File: src/hdl/sls_pkg.sv
`default_nettype none

package sls_pkg;

   // Request kinds
   localparam logic [2:0] OP_APPEND = 3'd0;
   localparam logic [2:0] OP_INSERT = 3'd1;
   localparam logic [2:0] OP_EDIT   = 3'd2;
   localparam logic [2:0] OP_DELETE = 3'd3;
   localparam logic [2:0] OP_GET    = 3'd4;
   localparam logic [2:0] OP_FIND   = 3'd5;

   // Result status codes
   localparam logic [2:0] STS_OK    = 3'd0;
   localparam logic [2:0] STS_FULL  = 3'd1;
   localparam logic [2:0] STS_RANGE = 3'd2;
   localparam logic [2:0] STS_EMPTY = 3'd3;
   localparam logic [2:0] STS_MISS  = 3'd4;

   // Capacity register value after reset
   localparam logic [6:0] CAP_RESET = 7'd64;

   // Cell update commands, broadcast to the whole row
   localparam logic [1:0] CELL_HOLD  = 2'd0;
   localparam logic [1:0] CELL_WRITE = 2'd1;
   localparam logic [1:0] CELL_UP    = 2'd2;
   localparam logic [1:0] CELL_DOWN  = 2'd3;

   typedef struct packed {
      logic [1:0]  op;
      logic [31:0] value;
   } cell_cmd_type;

   typedef struct packed {
      logic done;
      logic found;
   } scan_res_type;

   typedef struct packed {
      logic [2:0]         status;
      logic signed [31:0] read_value;
      logic [5:0]         found_position;
      logic [6:0]         entry_count;
      logic               is_empty;
      logic               is_full;
   } rsp_type;

endpackage

`default_nettype wire

File: src/hdl/sls_cell.sv
`default_nettype none

module sls_cell #(
   parameter int IDX = 0,
   parameter int IW  = 7
) (
   input  wire logic                 clock,
   input  wire sls_pkg::cell_cmd_type cmd,
   input  wire logic [IW-1:0]        target,
   input  wire logic [31:0]          left_value,
   input  wire logic [31:0]          right_value,
   input  wire logic [31:0]          key,
   output logic [31:0]               entry,
   output logic                      match
);
   import sls_pkg::*;

   localparam logic [IW-1:0] IDXW = IW'(IDX);

   logic [31:0] entry_ff, entry_in;
   logic        match_ff, match_in;

   // Next entry: keep, take the broadcast value, or take a neighbor's entry
   always_comb begin
      entry_in = entry_ff;
      case (cmd.op)
         CELL_WRITE: begin
            if (IDXW == target) entry_in = cmd.value;
         end
         CELL_UP: begin
            if (IDXW == target) entry_in = cmd.value;
            else if (IDXW > target) entry_in = left_value;
         end
         CELL_DOWN: begin
            if (IDXW >= target) entry_in = right_value;
         end
         default: begin
            entry_in = entry_ff;
         end
      endcase
   end

   // Local compare against the search key
   assign match_in = (entry_ff == key);

   always_ff @(posedge clock) begin
      entry_ff <= entry_in;
      match_ff <= match_in;
   end

   assign entry = entry_ff;
   assign match = match_ff;

endmodule

`default_nettype wire

File: config.mk
export PLATFORM = sky130hd
export DESIGN_NAME = sls_cell
export DESIGN_NICKNAME = d
export VERILOG_FILES = /design/src/hdl/sls_pkg.sv /design/src/hdl/sls_cell.sv
export SDC_FILE = /design/constraint.sdc
export NUM_CORES = 1
export LEC_CHECK = 0
export BUFFER_PORTS_ARGS = -buffer_cell sky130_fd_sc_hd__clkbuf_2
export CORE_MARGIN = 3
export CORE_UTILIZATION = 41
export CTS_CLUSTER_DIAMETER = 150
export CTS_CLUSTER_SIZE = 16
export DETAILED_ROUTE_END_ITERATION = 10
export HOLD_SLACK_MARGIN = 0.06
export PLACE_DENSITY_LB_ADDON = 0.1
export SLEW_MARGIN = 20
export SYNTH_ARGS = -nofsm -noshare
export SYNTH_HDL_FRONTEND = slang
export SYNTH_SLANG_ARGS = --single-unit
File: constraint.sdc
create_clock -name clock -period 4.9 [get_ports clock]
set_input_delay 0.735 -clock clock [delete_from_list [all_inputs] [get_ports clock]]
set_output_delay 0.735 -clock clock [all_outputs]
set_load 0.02 [all_outputs]
== Yosys cells after proc, flatten, opt, wreduce, memory -nomap -nowiden ==
Cells that the tools add are included.
Word-level totals
  bits in registers: 33
  input bits: 138
  output and inout bits: 33
  logic and storage cells: 19
Operators by class
  order comparisons: 2
  eq/ne operators: 7
  mux-type cells: 5
  reduce and logical (&&, ||, !) cells: 3
Operator list (count)
  $mux 32: 4
  $pmux 32 s3: 1
  $eq 32x32->1: 1
  $ge 1x7->1 const A: 1
  $gt 1x7->1 const A: 1
  $logic_not 7->1: 1
  $eq 2x2->1 const B: 2
  $ne 2x2->1 const B: 2
  $reduce_and 4->1: 1
  $ne 3x3->1 const B: 1
  $reduce_bool 3->1: 1
  $eq 2x1->1 const B: 1

== Longest topological paths before layout ==
  word-level depth: 4
  depth in mapped cells: 5
  depth with buffers taken out: 4

== Worst setup path before layout ==
Ideal clock, no wire load.
  kind: input -> register
  start point: input port target[3]
  end point: register entry_ff[0], in the netlist entry[0] (enable)
  library setup time: 421 ps
  arrival time: 2516 ps
  data required time: 4479 ps
  setup slack: 1963 ps
  cell stages on the path: 3
  path through: nor4_2 nand2_1 nor2_1
On the way
  longest elaborated chain between the ends: 3
  elaborated cells on any way between the ends: 7
  those cells by class: 2 x order compare; 3 x eq/ne; 2 x reduce/logical
RTL lines
  start, declared: RTL line sls_cell.sv:9  | input wire logic [IW-1:0] target,
  $gt 1x7->1, or another cell as far along: RTL line sls_cell.sv:32  | else if (IDXW > target) entry_in = left_value;
  $ne 3x3->1 (no source line) / $ne 2x2->1 (equally long branches)
  $reduce_and 4->1 (no source line) (*)
  end signal, assigned: RTL line sls_cell.sv:47  | entry_ff <= entry_in;
  end, declared: RTL line sls_cell.sv:20  | logic [31:0] entry_ff, entry_in;
Mark *: on every way between the ends. The rest lies on a longest branch, timed or not.
A chain may end at the register's enable or synchronous reset.

== Worst setup path after layout ==
  start point: input port cmd[33] in the netlist's numbering
  end point: register entry_ff[5], in the netlist entry[5] (enable)
On the way
  longest elaborated chain between the ends: 3
  elaborated cells on any way between the ends: 8
  those cells by class: 6 x eq/ne; 2 x reduce/logical
RTL lines
  start, declared: RTL line sls_cell.sv:8  | input wire sls_pkg::cell_cmd_type cmd,
  $eq 2x2->1 / $eq 2x1->1 (equally long branches): RTL line sls_cell.sv:26  | case (cmd.op)
  $ne 3x3->1 (no source line), or another cell as far along
  $reduce_and 4->1 (no source line) (*)
Marks and branches as above.

==> metrics.csv <==
metric;value;unit
fin crit share;47.1;%
DR WL met2;3250;um
die area;5680;um2
GP Congestion;0.709;
#FFs+latches synth;33;
Critical Path AT;2210;ps
CP Capture Type;flip-flop;
crit path launch type;input port;
GRT Total Usage;20.1;%
Internal Power;488;uW
Core Area;4500;um2
VDD IR max;0.158;mV
Hold Buf Count CTS;0;
initial DRC count;79;
first-pass GRT wire length;8430;um
H-tree levels;2;
share of cells above drive strength 1;56.1;%
CTS resizes;0;
largest net degree at the start of global routing;35;
Syn. warnings;0;
highest metal used;met4;
DR WL/cell;16.2;um
post-synth cell types;18;
fmax;433;MHz
MaxCap Viol Count;0;
Worst-Skew Late Latency;270;ps
vias per cell;5.26;
met1 wire length;2380;um
dpl hpwl;4870;um
# rows;24;
post-route setup TNS;0;ps
CTS clk-pin slew, worst paths;70;ps
area leader, netlist;edfxtp_1;
Synth Cell Area;1970;um2
Setup Buffers After CTS;0;
clock buffer depth;2;
vias in the first global route;1798;
CTS Sinks;33;
Layout area overhead;46.0;%
Num CTS Buffers;5;
Slew Viols, Final;0;
switch share;23.6;%
Pleak;1.38;nW
port bufs;170;
logic gate share of total power;20.8;%
Synth Area per Inst;12.3;um2
fill count;402;
Data required, critical path;4800;ps
CTS tree;done;
sequential area share after synthesis;49.7;%
number of remaining DRC errors;0;
top cells by area, synth;edfxtp_1 49%, xor2_1 14%, a2bb2oi_1 13%;
initial antenna violation count;0;
hold slack final;762;ps
1st-pass router iterations;4;
final hold vios;0;
Cells after Synth;161;
worst clock skew;5.65;ps
Die W;75.4;um
RSZ-0062 raised after global routing;no;
Total Routed Length;6140;um
worst-path maximum fanout;34;
total gr overflow;0;
met3 WL;449;um
Final setup viols;0;
status;complete, no violations;
Max-slew headroom;34.8;%
clock share of power;29.9;%
min Tclk post-route;2310;ps
io pins;171;
number of diodes;0;
Root Buffer;clkbuf_8;
Via Count;1990;
Syn Nets;299;
Die Ht;75.4;um
Yosys top cell area share;48.7;%
Final nets;463;
ANT nets after route;0;
Initial Utilization;43.8;%
crit path kind;input port to flip-flop;
Seq pwr share;49.3;%
Hold WC Path Type;flip-flop to flip-flop;
NetSw;151;uW
worst slew pin tran;976;ps
pwr dens;222;nW/um2
flip-flops by register name, summed over array words and instances (netlist names):
name   count
entry     32
match      1
layer usage:
metal	global-route usage, %	vias up
met3	3.43	8
met1	24.6	908
met4	5.83	0
li1	-	982
met5	0	-
met2	36.3	92
power groups by stage:
stage	clock, mW	combinational (mW)	sequential (mW)
2_1_floorplan	0	0.0680	0.323
3_3_place_gp	0	0.130	0.321
3_5_place_dp	0	0.133	0.321
4_1_cts	0.197	0.133	0.315
5_1_grt	0.212	0.146	0.315
6_report	0.191	0.133	0.315
worst max-delay path, cell delays in order:
cell and delay (ps):
clkbuf_2 570, nor2_1 180, nor2_4 710
worst paths after layout:
check                 startpoint                 end  slack, ps  cells after the start
min           entry[5]$_DFFE_PP_       match$_DFF_P_        760                      4
max                      cmd[33]  entry[5]$_DFFE_PP_       2590                      3
max reg2reg  entry[29]$_DFFE_PP_       match$_DFF_P_       3500                      4
min reg2reg   entry[5]$_DFFE_PP_       match$_DFF_P_        760                      4
layout make-up:
cell class	count	area (um2)	area share (%)
inverter	1	3.75	0.130
clock inverter	2	10.0	0.347
tap	52	65.1	2.26
clock buffer	6	72.6	2.52
sequential	33	981	34.0
timing repair buffer	170	851	29.5
multi-input combinational	114	900	31.2
metrics by stage:
stage	utilization [%]	power, mW	instance area [um2]	worst slack [ps]	instances
4_1_cts	64.0	0.645	2880	2620	378
3_5_place_dp	62.2	0.454	2800	2320	370
3_3_place_gp	62.2	0.451	2800	2340	370
6_report	64.0	0.639	2880	2590	378
5_1_grt	64.0	0.672	2880	2470	378
2_1_floorplan	-	0.391	1970	1960	161
cell families after synthesis:
family	share of synthesized area [%]
xor+xnor	14.2
buf+inv	5.13
compound gates	26.2
simple gates	4.82
flops	49.7
placed cells by master, fill, tap and decap left out, types with 2 or more instances in the layout:
| master | Yosys | final |
|---|---|---|
| a2bb2oi_1 | 30 | 30 |
| a2bb2oi_2 | 2 | 2 |
| clkbuf_2 | 0 | 170 |
| clkbuf_8 | 0 | 5 |
| clkinv_2 | 0 | 2 |
| edfxtp_1 | 32 | 32 |
| nand4_1 | 2 | 2 |
| nor2_1 | 3 | 2 |
| nor4_1 | 8 | 8 |
| o22ai_1 | 32 | 32 |
| xor2_1 | 32 | 32 |
cells in the mapped netlist:
library cell   n
edfxtp_1      32
o22ai_1       32
xor2_1        32
a2bb2oi_1     30
nor4_1         8
buf_6          6
clkbuf_1       4
buf_2          3
nor2_1         3
a2bb2oi_2      2
nand4_1        2
a21o_2         1
dfxtp_1        1
inv_1          1
nand2_1        1
nor3_1         1
nor4_2         1
o21a_4         1
(Power assumes the default switching activity.)
