File: src/hdl/sls_pkg.sv
`default_nettype none

package sls_pkg;

   // Request kinds
   localparam logic [2:0] OP_APPEND = 3'd0;
   localparam logic [2:0] OP_INSERT = 3'd1;
   localparam logic [2:0] OP_EDIT   = 3'd2;
   localparam logic [2:0] OP_DELETE = 3'd3;
   localparam logic [2:0] OP_GET    = 3'd4;
   localparam logic [2:0] OP_FIND   = 3'd5;

   // Result status codes
   localparam logic [2:0] STS_OK    = 3'd0;
   localparam logic [2:0] STS_FULL  = 3'd1;
   localparam logic [2:0] STS_RANGE = 3'd2;
   localparam logic [2:0] STS_EMPTY = 3'd3;
   localparam logic [2:0] STS_MISS  = 3'd4;

   // Capacity register value after reset
   localparam logic [6:0] CAP_RESET = 7'd64;

   // Cell update commands, broadcast to the whole row
   localparam logic [1:0] CELL_HOLD  = 2'd0;
   localparam logic [1:0] CELL_WRITE = 2'd1;
   localparam logic [1:0] CELL_UP    = 2'd2;
   localparam logic [1:0] CELL_DOWN  = 2'd3;

   typedef struct packed {
      logic [1:0]  op;
      logic [31:0] value;
   } cell_cmd_type;

   typedef struct packed {
      logic done;
      logic found;
   } scan_res_type;

   typedef struct packed {
      logic [2:0]         status;
      logic signed [31:0] read_value;
      logic [5:0]         found_position;
      logic [6:0]         entry_count;
      logic               is_empty;
      logic               is_full;
   } rsp_type;

endpackage

`default_nettype wire

File: src/hdl/sls_scan.sv
`default_nettype none

module sls_scan #(
   parameter int MAX_ENTRIES = 64,
   localparam int CW = $clog2(MAX_ENTRIES + 1)
) (
   input  wire logic                   clock,
   input  wire logic                   reset,
   input  wire logic                   clear,
   input  wire logic                   active,
   input  wire logic [MAX_ENTRIES-1:0] match_vec,
   input  wire logic [CW-1:0]          count,
   output sls_pkg::scan_res_type       res,
   output logic [5:0]                  found_pos
);
   import sls_pkg::*;

   localparam int G    = (MAX_ENTRIES + 7) / 8;
   localparam int GW   = (G > 1) ? $clog2(G) : 1;
   localparam int SW   = GW + 3;
   localparam int KW   = (SW + 1 > CW) ? SW + 1 : CW;
   localparam int PADW = G * 8;

   logic [GW-1:0]   grp_ff, grp_in;
   logic [PADW-1:0] pad;
   logic [7:0]      grp_bits;
   logic [7:0]      live;
   logic [7:0]      hits;
   logic [2:0]      off;
   logic            last;
   logic [KW-1:0]   cnt_k;
   logic [SW+5:0]   idx_wide;

   assign pad      = PADW'(match_vec);
   assign grp_bits = pad[grp_ff*8 +: 8];
   assign cnt_k    = KW'(count);

   // Only entries below the count take part
   always_comb begin
      for (int j = 0; j < 8; j++) begin
         live[j] = KW'({grp_ff, 3'(j)}) < cnt_k;
      end
   end

   assign hits = grp_bits & live;

   // Lowest set bit in the group
   always_comb begin
      off = 3'd0;
      for (int j = 7; j >= 0; j--) begin
         if (hits[j]) off = 3'(j);
      end
   end

   // This group reaches the end of the list
   assign last = (KW'({grp_ff, 3'b111}) + KW'(1)) >= cnt_k;

   assign res.found = |hits;
   assign res.done  = active && ((|hits) || last);

   assign idx_wide  = (SW + 6)'({grp_ff, off});
   assign found_pos = idx_wide[5:0];

   // Group pointer: restart on clear, step while the scan goes on
   always_comb begin
      grp_in = grp_ff;
      if (clear) grp_in = '0;
      else if (active && !res.done) grp_in = grp_ff + GW'(1);
   end

   always_ff @(posedge clock) begin
      if (reset) begin
         grp_ff <= '0;
      end else begin
         grp_ff <= grp_in;
      end
   end

endmodule

`default_nettype wire
File: config.mk
export PLATFORM = sky130hd
export DESIGN_NAME = sls_scan
export DESIGN_NICKNAME = d
export VERILOG_FILES = /design/src/hdl/sls_pkg.sv /design/src/hdl/sls_scan.sv
export SDC_FILE = /design/constraint.sdc
export NUM_CORES = 1
export LEC_CHECK = 0
export ABC_AREA = 1
export ABC_CLOCK_PERIOD_IN_PS = 2200
export BUFFER_PORTS_ARGS = -buffer_cell sky130_fd_sc_hd__buf_2
export CAP_MARGIN = 5
export CELL_PAD_IN_SITES_DETAIL_PLACEMENT = 1
export CELL_PAD_IN_SITES_GLOBAL_PLACEMENT = 2
export CORE_AREA = 2 2 104 76
export DETAILED_ROUTE_END_ITERATION = 8
export DIE_AREA = 0 0 106 78
export PLACE_DENSITY_LB_ADDON = 0.1
export RECOVER_POWER = 100
export REMOVE_ABC_BUFFERS = 1
export SLEW_MARGIN = 25
export SYNTH_ARGS = -nofsm -noshare
export SYNTH_HDL_FRONTEND = slang
export SYNTH_SLANG_ARGS = --single-unit
File: constraint.sdc
create_clock -name clock -period 2.2 [get_ports clock]
set_input_delay 0.22 -clock clock [delete_from_list [all_inputs] [get_ports clock]]
set_output_delay 0.22 -clock clock [all_outputs]
set_load 0.05 [all_outputs]
; ---- Word-level counts from Yosys, hierarchy flattened
; Cells that the tools add are included.
[classes]
n_addsub = 2
n_lt_le_gt_ge = 9
muxes = 8
bitwise_logic = 1
n_reduce_logical = 6
shifts = 1
[op_table]
columns = operator, n
row1 = $shiftx 64x7->8, 1
row2 = $lt 6x7->1, 8
row3 = $mux 3, 8
row4 = $and 8x8->8, 1
row5 = $reduce_or 8->1, 1
row6 = $add 6x1->7 const B, 1
row7 = $ge 7x7->1, 1
row8 = $add 3x1->3 const B, 1
row9 = $logic_and 1x1->1, 2
row10 = $reduce_or 2->1, 1
row11 = $logic_not 1->1, 1
row12 = $logic_or 1x1->1, 1
[totals]
output_inout_bits = 8
ff_bits = 3
word_cells = 28
inputBits = 75

; ---- Longest topological paths before layout
[logic_depth]
ltp_word = 10
depth_mapped = 16

; ---- Worst setup path after synthesis
; Ideal clock, no wire load.
[synth_timing]
path_kind = reg2out
startpoint = register grp_ff[0]
endpoint = output port found_pos[0]
required_time_ns = 1.980
path_slack_ns = -1.159
stages_incl_launch_ff = 16
arrival_ns = 3.139
path_cell_list = dfxtp_1 -> buf_6 -> inv_4 -> buf_6 -> ha_1 -> nor2_1 -> nand2_1 -> nor2_1 -> nor2_1 -> nand3_1 -> nand3_1 -> nand2_1 -> nand2_1 -> nand2_1 -> nand2_1 -> a21boi_0
[synth_via]
elab_chain_len = 10
word_cells_on_any_way = 18
cone_classes = 8 x order compare / 1 x shift / 8 x mux / 1 x bitwise
[synth_rtl]
columns = item, line_no
row1 = "start, declared", sls_scan.sv:24  ; logic [GW-1:0] grp_ff, grp_in;
row2 = "start signal, assigned", sls_scan.sv:75  ; grp_ff <= grp_in;
row3 = $shiftx 64x7->8 / $lt 6x7->1 (equally long branches), "sls_scan.sv:35, sls_scan.sv:41"
row4 = $and 8x8->8 (*), sls_scan.sv:45  ; assign hits = grp_bits & live;
row5 = $mux 3 (7 in a row), sls_scan.sv:51  ; if (hits[j]) off = 3'(j);
row6 = $mux 3 (*), sls_scan.sv:51
row7 = "end, declared", sls_scan.sv:14  ; output logic [5:0] found_pos
; Mark *: on every way between the ends. The rest lies on a longest branch, timed or not.

; ---- Final worst setup path
; Same ends and word-level chain as after synthesis.

==> run_summary.xml <==
<?xml version="1.0" encoding="UTF-8"?>
<metrics>
  <group name="outcome">
    <metric name="outcome" unit="">complete, but fails checks</metric>
    <metric name="violations" unit="">negative setup slack</metric>
  </group>
  <group name="yosys">
    <metric name="synth_edf_count" unit="">0</metric>
    <metric name="syn_area" unit="um^2">1260</metric>
    <metric name="synth_seq_area_share" unit="%">4.75</metric>
    <metric name="ys_types" unit="">21</metric>
    <metric name="synth.yosys.warnings" unit="">0</metric>
    <metric name="ys_dominant_reg_cell" unit="">dfxtp_1</metric>
    <metric name="synthesis.area_per_instance" unit="um^2">4.98</metric>
    <metric name="count_of_mapped_cells_out_of_synthesis" unit="">254</metric>
    <metric name="ys_async_sr_fraction" unit="%">0</metric>
    <metric name="synth-seq-cells" unit="">3</metric>
  </group>
  <group name="power_and_ir_drop">
    <metric name="power_density" unit="nW/um^2">192</metric>
    <metric name="p_leak" unit="nW">1.25</metric>
    <metric name="fraction_of_power_consumed_by_the_clock_network" unit="%">36.4</metric>
    <metric name="p_sw" unit="mW">0.154</metric>
    <metric name="combPwrFrac" unit="%">51.9</metric>
    <metric name="max-vdd-ir-drop" unit="mV">0.101</metric>
    <metric name="internal_power" unit="mW">0.285</metric>
    <metric name="proportion_of_total_power_due_to_net_switching" unit="%">35.1</metric>
    <metric name="power_share_of_the_sequential_group" unit="%">11.7</metric>
  </group>
  <group name="route">
    <metric name="dr.pass1.iters" unit="">4</metric>
    <metric name="route.detailed.drc" unit="">0</metric>
    <metric name="vias_per_cell" unit="">4.12</metric>
    <metric name="drt_iter0_drc" unit="">32</metric>
    <metric name="postRouteAntennaNets" unit="">0</metric>
    <metric name="routedWlPerCell" unit="um">12.7</metric>
    <metric name="route.final.wire_length" unit="um">5780</metric>
    <metric name="total_number_of_vias" unit="">1878</metric>
  </group>
  <group name="clock_network">
    <metric name="worst_skew_pair.late_latency" unit="ns">0.22</metric>
    <metric name="cts_tree" unit="">done</metric>
    <metric name="numClockSinks" unit="">3</metric>
    <metric name="clock_tree.buffer_depth" unit="">2</metric>
    <metric name="number_of_cts_inserted_buffers" unit="">3</metric>
    <metric name="cts_root_buf" unit="">clkbuf_8</metric>
    <metric name="cts.clk_slew.worst_paths" unit="ns">0.03</metric>
    <metric name="number_of_levels_in_the_clock_h_tree" unit="">1</metric>
    <metric name="cts.hold.buffers_added" unit="">0</metric>
  </group>
  <group name="cells_and_area">
    <metric name="antenna_cells" unit="">0</metric>
    <metric name="post_route_cells_drive_above_1_share" unit="%">47.2</metric>
    <metric name="largest_registers" unit="">grp_ff x3</metric>
    <metric name="most_frequent_cells_in_the_layout" unit="">90 x nand2_1, 74 x buf_2, 50 x nand3_1, 24 x inv_1, 24 x buf_4</metric>
    <metric name="registers.top_by_ff_count" unit="">grp_ff</metric>
    <metric name="final_area" unit="um^2">2290</metric>
    <metric name="utilization" unit="%">31.8</metric>
    <metric name="synthToLayoutAreaGrowth" unit="%">81.1</metric>
    <metric name="largest_reg_flops" unit="">3</metric>
    <metric name="finish.cell_count_without_fillers" unit="">456</metric>
    <metric name="mostFrequentLayoutCell" unit="">nand2_1</metric>
    <metric name="num-nets-final" unit="">443</metric>
  </group>
  <group name="grt">
    <metric name="grt_max_degree" unit="">25</metric>
    <metric name="grt_first_pass_wirelength" unit="um">9270</metric>
    <metric name="use_met1" unit="%">19.4</metric>
    <metric name="grt-ovfl-total" unit="">0</metric>
    <metric name="grt.total_usage" unit="%">14.0</metric>
    <metric name="grt_antenna_before_repair" unit="">0</metric>
    <metric name="grt_pass1_vias" unit="">1899</metric>
    <metric name="global_routing_s_busiest_layer" unit="">met2</metric>
    <metric name="met2_usage" unit="%">23.0</metric>
    <metric name="met3_track_demand_over_resource" unit="%">2.35</metric>
  </group>
  <group name="worst_setup_path">
    <metric name="worst_setup_path_startpoint" unit="">grp_ff[0]$_SDFFE_PP0P_</metric>
    <metric name="worst_path_largest_cell_delay" unit="ns">0.37</metric>
    <metric name="worst_ep_arrival_time" unit="ns">2.00</metric>
    <metric name="worst_path_dominant_cell_family" unit="">simple AND/OR/NAND/NOR gates</metric>
    <metric name="worst-path-buf-inv" unit="">2</metric>
    <metric name="startpoint_type" unit="">flop</metric>
    <metric name="reg2reg_depth" unit="">16</metric>
    <metric name="critical_path_required" unit="ns">1.98</metric>
    <metric name="reg2reg_slack" unit="ns">0.02</metric>
    <metric name="worst_r2r_endpoint" unit="">grp_ff[0]$_SDFFE_PP0P_</metric>
    <metric name="path_max_fanout" unit="">7</metric>
    <metric name="worstSetupPathType" unit="">reg -&gt; out</metric>
    <metric name="endpoint" unit="">found_pos[0]</metric>
    <metric name="crit_slowest_cell" unit="">dfxtp_4</metric>
    <metric name="cp-end-kind" unit="">output pin</metric>
    <metric name="cell_count_along_the_critical_path" unit="">14</metric>
    <metric name="critical_path.reg2reg.startpoint" unit="">grp_ff[2]$_SDFFE_PP0P_</metric>
    <metric name="timing.critical_path.mode_cell" unit="">nand2_2</metric>
    <metric name="ordered_list_of_cells_on_the_worst_path" unit="">buf_8 &gt; ha_1 &gt; nand2_1 &gt; nand2_2 &gt; nand2_2 &gt; nand2_4 &gt; nor2_4 &gt; nand3_4 &gt; nand2_2 &gt; nand2_1 &gt; nand2_1 &gt; nand2_2 &gt; a21boi_2 &gt; buf_6</metric>
  </group>
  <group name="timing">
    <metric name="final_report_setup_violation_count" unit="">1</metric>
    <metric name="final_period_minus_worst_setup_slack" unit="ns">2.22</metric>
    <metric name="minimum_setup_slack_in_the_final_design" unit="ns">-0.0196</metric>
    <metric name="fin_skew" unit="ns">0.000694</metric>
    <metric name="relSlewSlack" unit="%">59.0</metric>
    <metric name="finalHoldWorstSlack" unit="ns">0.267</metric>
    <metric name="rsz0062_at_grt" unit="">yes</metric>
    <metric name="worstMarginPinSlew" unit="ns">0.617</metric>
    <metric name="number_of_slew_limit_violations_in_the_final_report" unit="">0</metric>
    <metric name="fmaxAchievable" unit="MHz">451</metric>
    <metric name="layout_worst_path_cycle_share" unit="%">101</metric>
    <metric name="timing_hold_violations_final" unit="">0</metric>
  </group>
  <group name="place">
    <metric name="finalWeightedCongestion" unit="">0.771</metric>
    <metric name="dp_hpwl" unit="um">4480</metric>
    <metric name="dpl_worst_slack" unit="ns">-0.121</metric>
    <metric name="placement.io_buffers" unit="">82</metric>
    <metric name="place_inst" unit="">444</metric>
    <metric name="detailed_place.area" unit="um^2">1860</metric>
  </group>
  <group name="floorplanning">
    <metric name="design.die.area" unit="um^2">8270</metric>
    <metric name="chipHeight" unit="um">78</metric>
    <metric name="rows" unit="">26</metric>
    <metric name="die_x" unit="um">106</metric>
    <metric name="floorplan.initialDensity" unit="%">17.6</metric>
    <metric name="design.portCount" unit="">83</metric>
    <metric name="core" unit="um^2">7190</metric>
  </group>
  <group name="run">
    <metric name="maxCapViolations" unit="">0</metric>
  </group>
  <group name="worst_hold_path">
    <metric name="worst_hold_path_type" unit="">in -&gt; reg</metric>
  </group>
</metrics>
layout make-up:
class,instances,area (um^2)
clock buffer,4,45.0
fill,963,4900
inverter,31,128
multi-input combinational,209,1230
sequential,3,71.3
tap,98,123
timing repair buffer,111,691
stage by stage:
step                      total power, mW  setup TNS [ns]
final                               0.439         -0.0196
after global routing                0.479          -0.708
after CTS                           0.428         -0.0581
after detailed placement            0.244          -0.259
after global placement              0.245          -0.237
after floorplan                     0.144           -9.10
per-layer routing:
metal,wire length (um),up-vias
li1,-,1010
met2,2480,59
met5,0,-
met3,311,5
met1,2920,804
met4,67,0
power groups by stage:
stage	registers, mW	logic [mW]	clock network (mW)
floorplan	0.0561	0.0879	0
global placement	0.0557	0.189	0
detailed placement	0.0557	0.188	0
CTS	0.0513	0.212	0.165
global route	0.0513	0.255	0.173
finish	0.0514	0.228	0.160
kinds of logic (layout without fill, tap and decap cells):
logic type | count (synthesis) | after routing | synth area share, %
flops | 3 | 3 | 4.75
xor+xnor | 1 | 1 | 0.693
fa+ha+maj | 9 | 9 | 8.91
simple gates | 189 | 189 | 64.2
buf+inv | 42 | 146 | 17.0
compound gates | 10 | 10 | 4.46
cells in the mapped netlist, types with 2 or more instances:
cell type  number  share of area, %
a21boi_0        2               1.2
nand2_2         3               1.5
buf_4           3               1.8
a21oi_1         4               1.6
inv_4           2              0.99
buf_2           3               1.2
buf_6           5               4.5
o21ai_0         3               1.2
nor3_1          2              0.79
dfxtp_1         3               4.8
nand2_1       101                30
nand3_1        52                21
ha_1            9               8.9
nor2_4          2               1.8
inv_1          27               8.0
nor2_1         27               8.0
clkinv_1        2              0.59
how the worst min path moves through the flow:
stage | to | cells after the start | start | slack (ns)
3_5_place_dp | grp_ff[1]$_SDFFE_PP0P_ | 4 | reset | 0.50
3_3_place_gp | grp_ff[1]$_SDFFE_PP0P_ | 4 | reset | 0.51
2_1_floorplan | grp_ff[1]$_SDFFE_PP0P_ | 3 | reset | 0.39
5_1_grt | grp_ff[1]$_SDFFE_PP0P_ | 4 | clear | 0.30
6_report | grp_ff[2]$_SDFFE_PP0P_ | 4 | reset | 0.27
4_1_cts | grp_ff[1]$_SDFFE_PP0P_ | 4 | reset | 0.26
timing repair:
item,in CTS,in global routing
endpoints found under the setup margin,7,8
pin swaps,18,21
setup buffers,6,3
resized for setup,49,40
hold endpoints to repair,0,0
worst min-delay path: cells and delay by family:
kind                   cells  cell delay (ns)
buffers and inverters      1             0.08
AND/OR/NAND/NOR            3             0.14
Power figures use the tool's default switching activity.
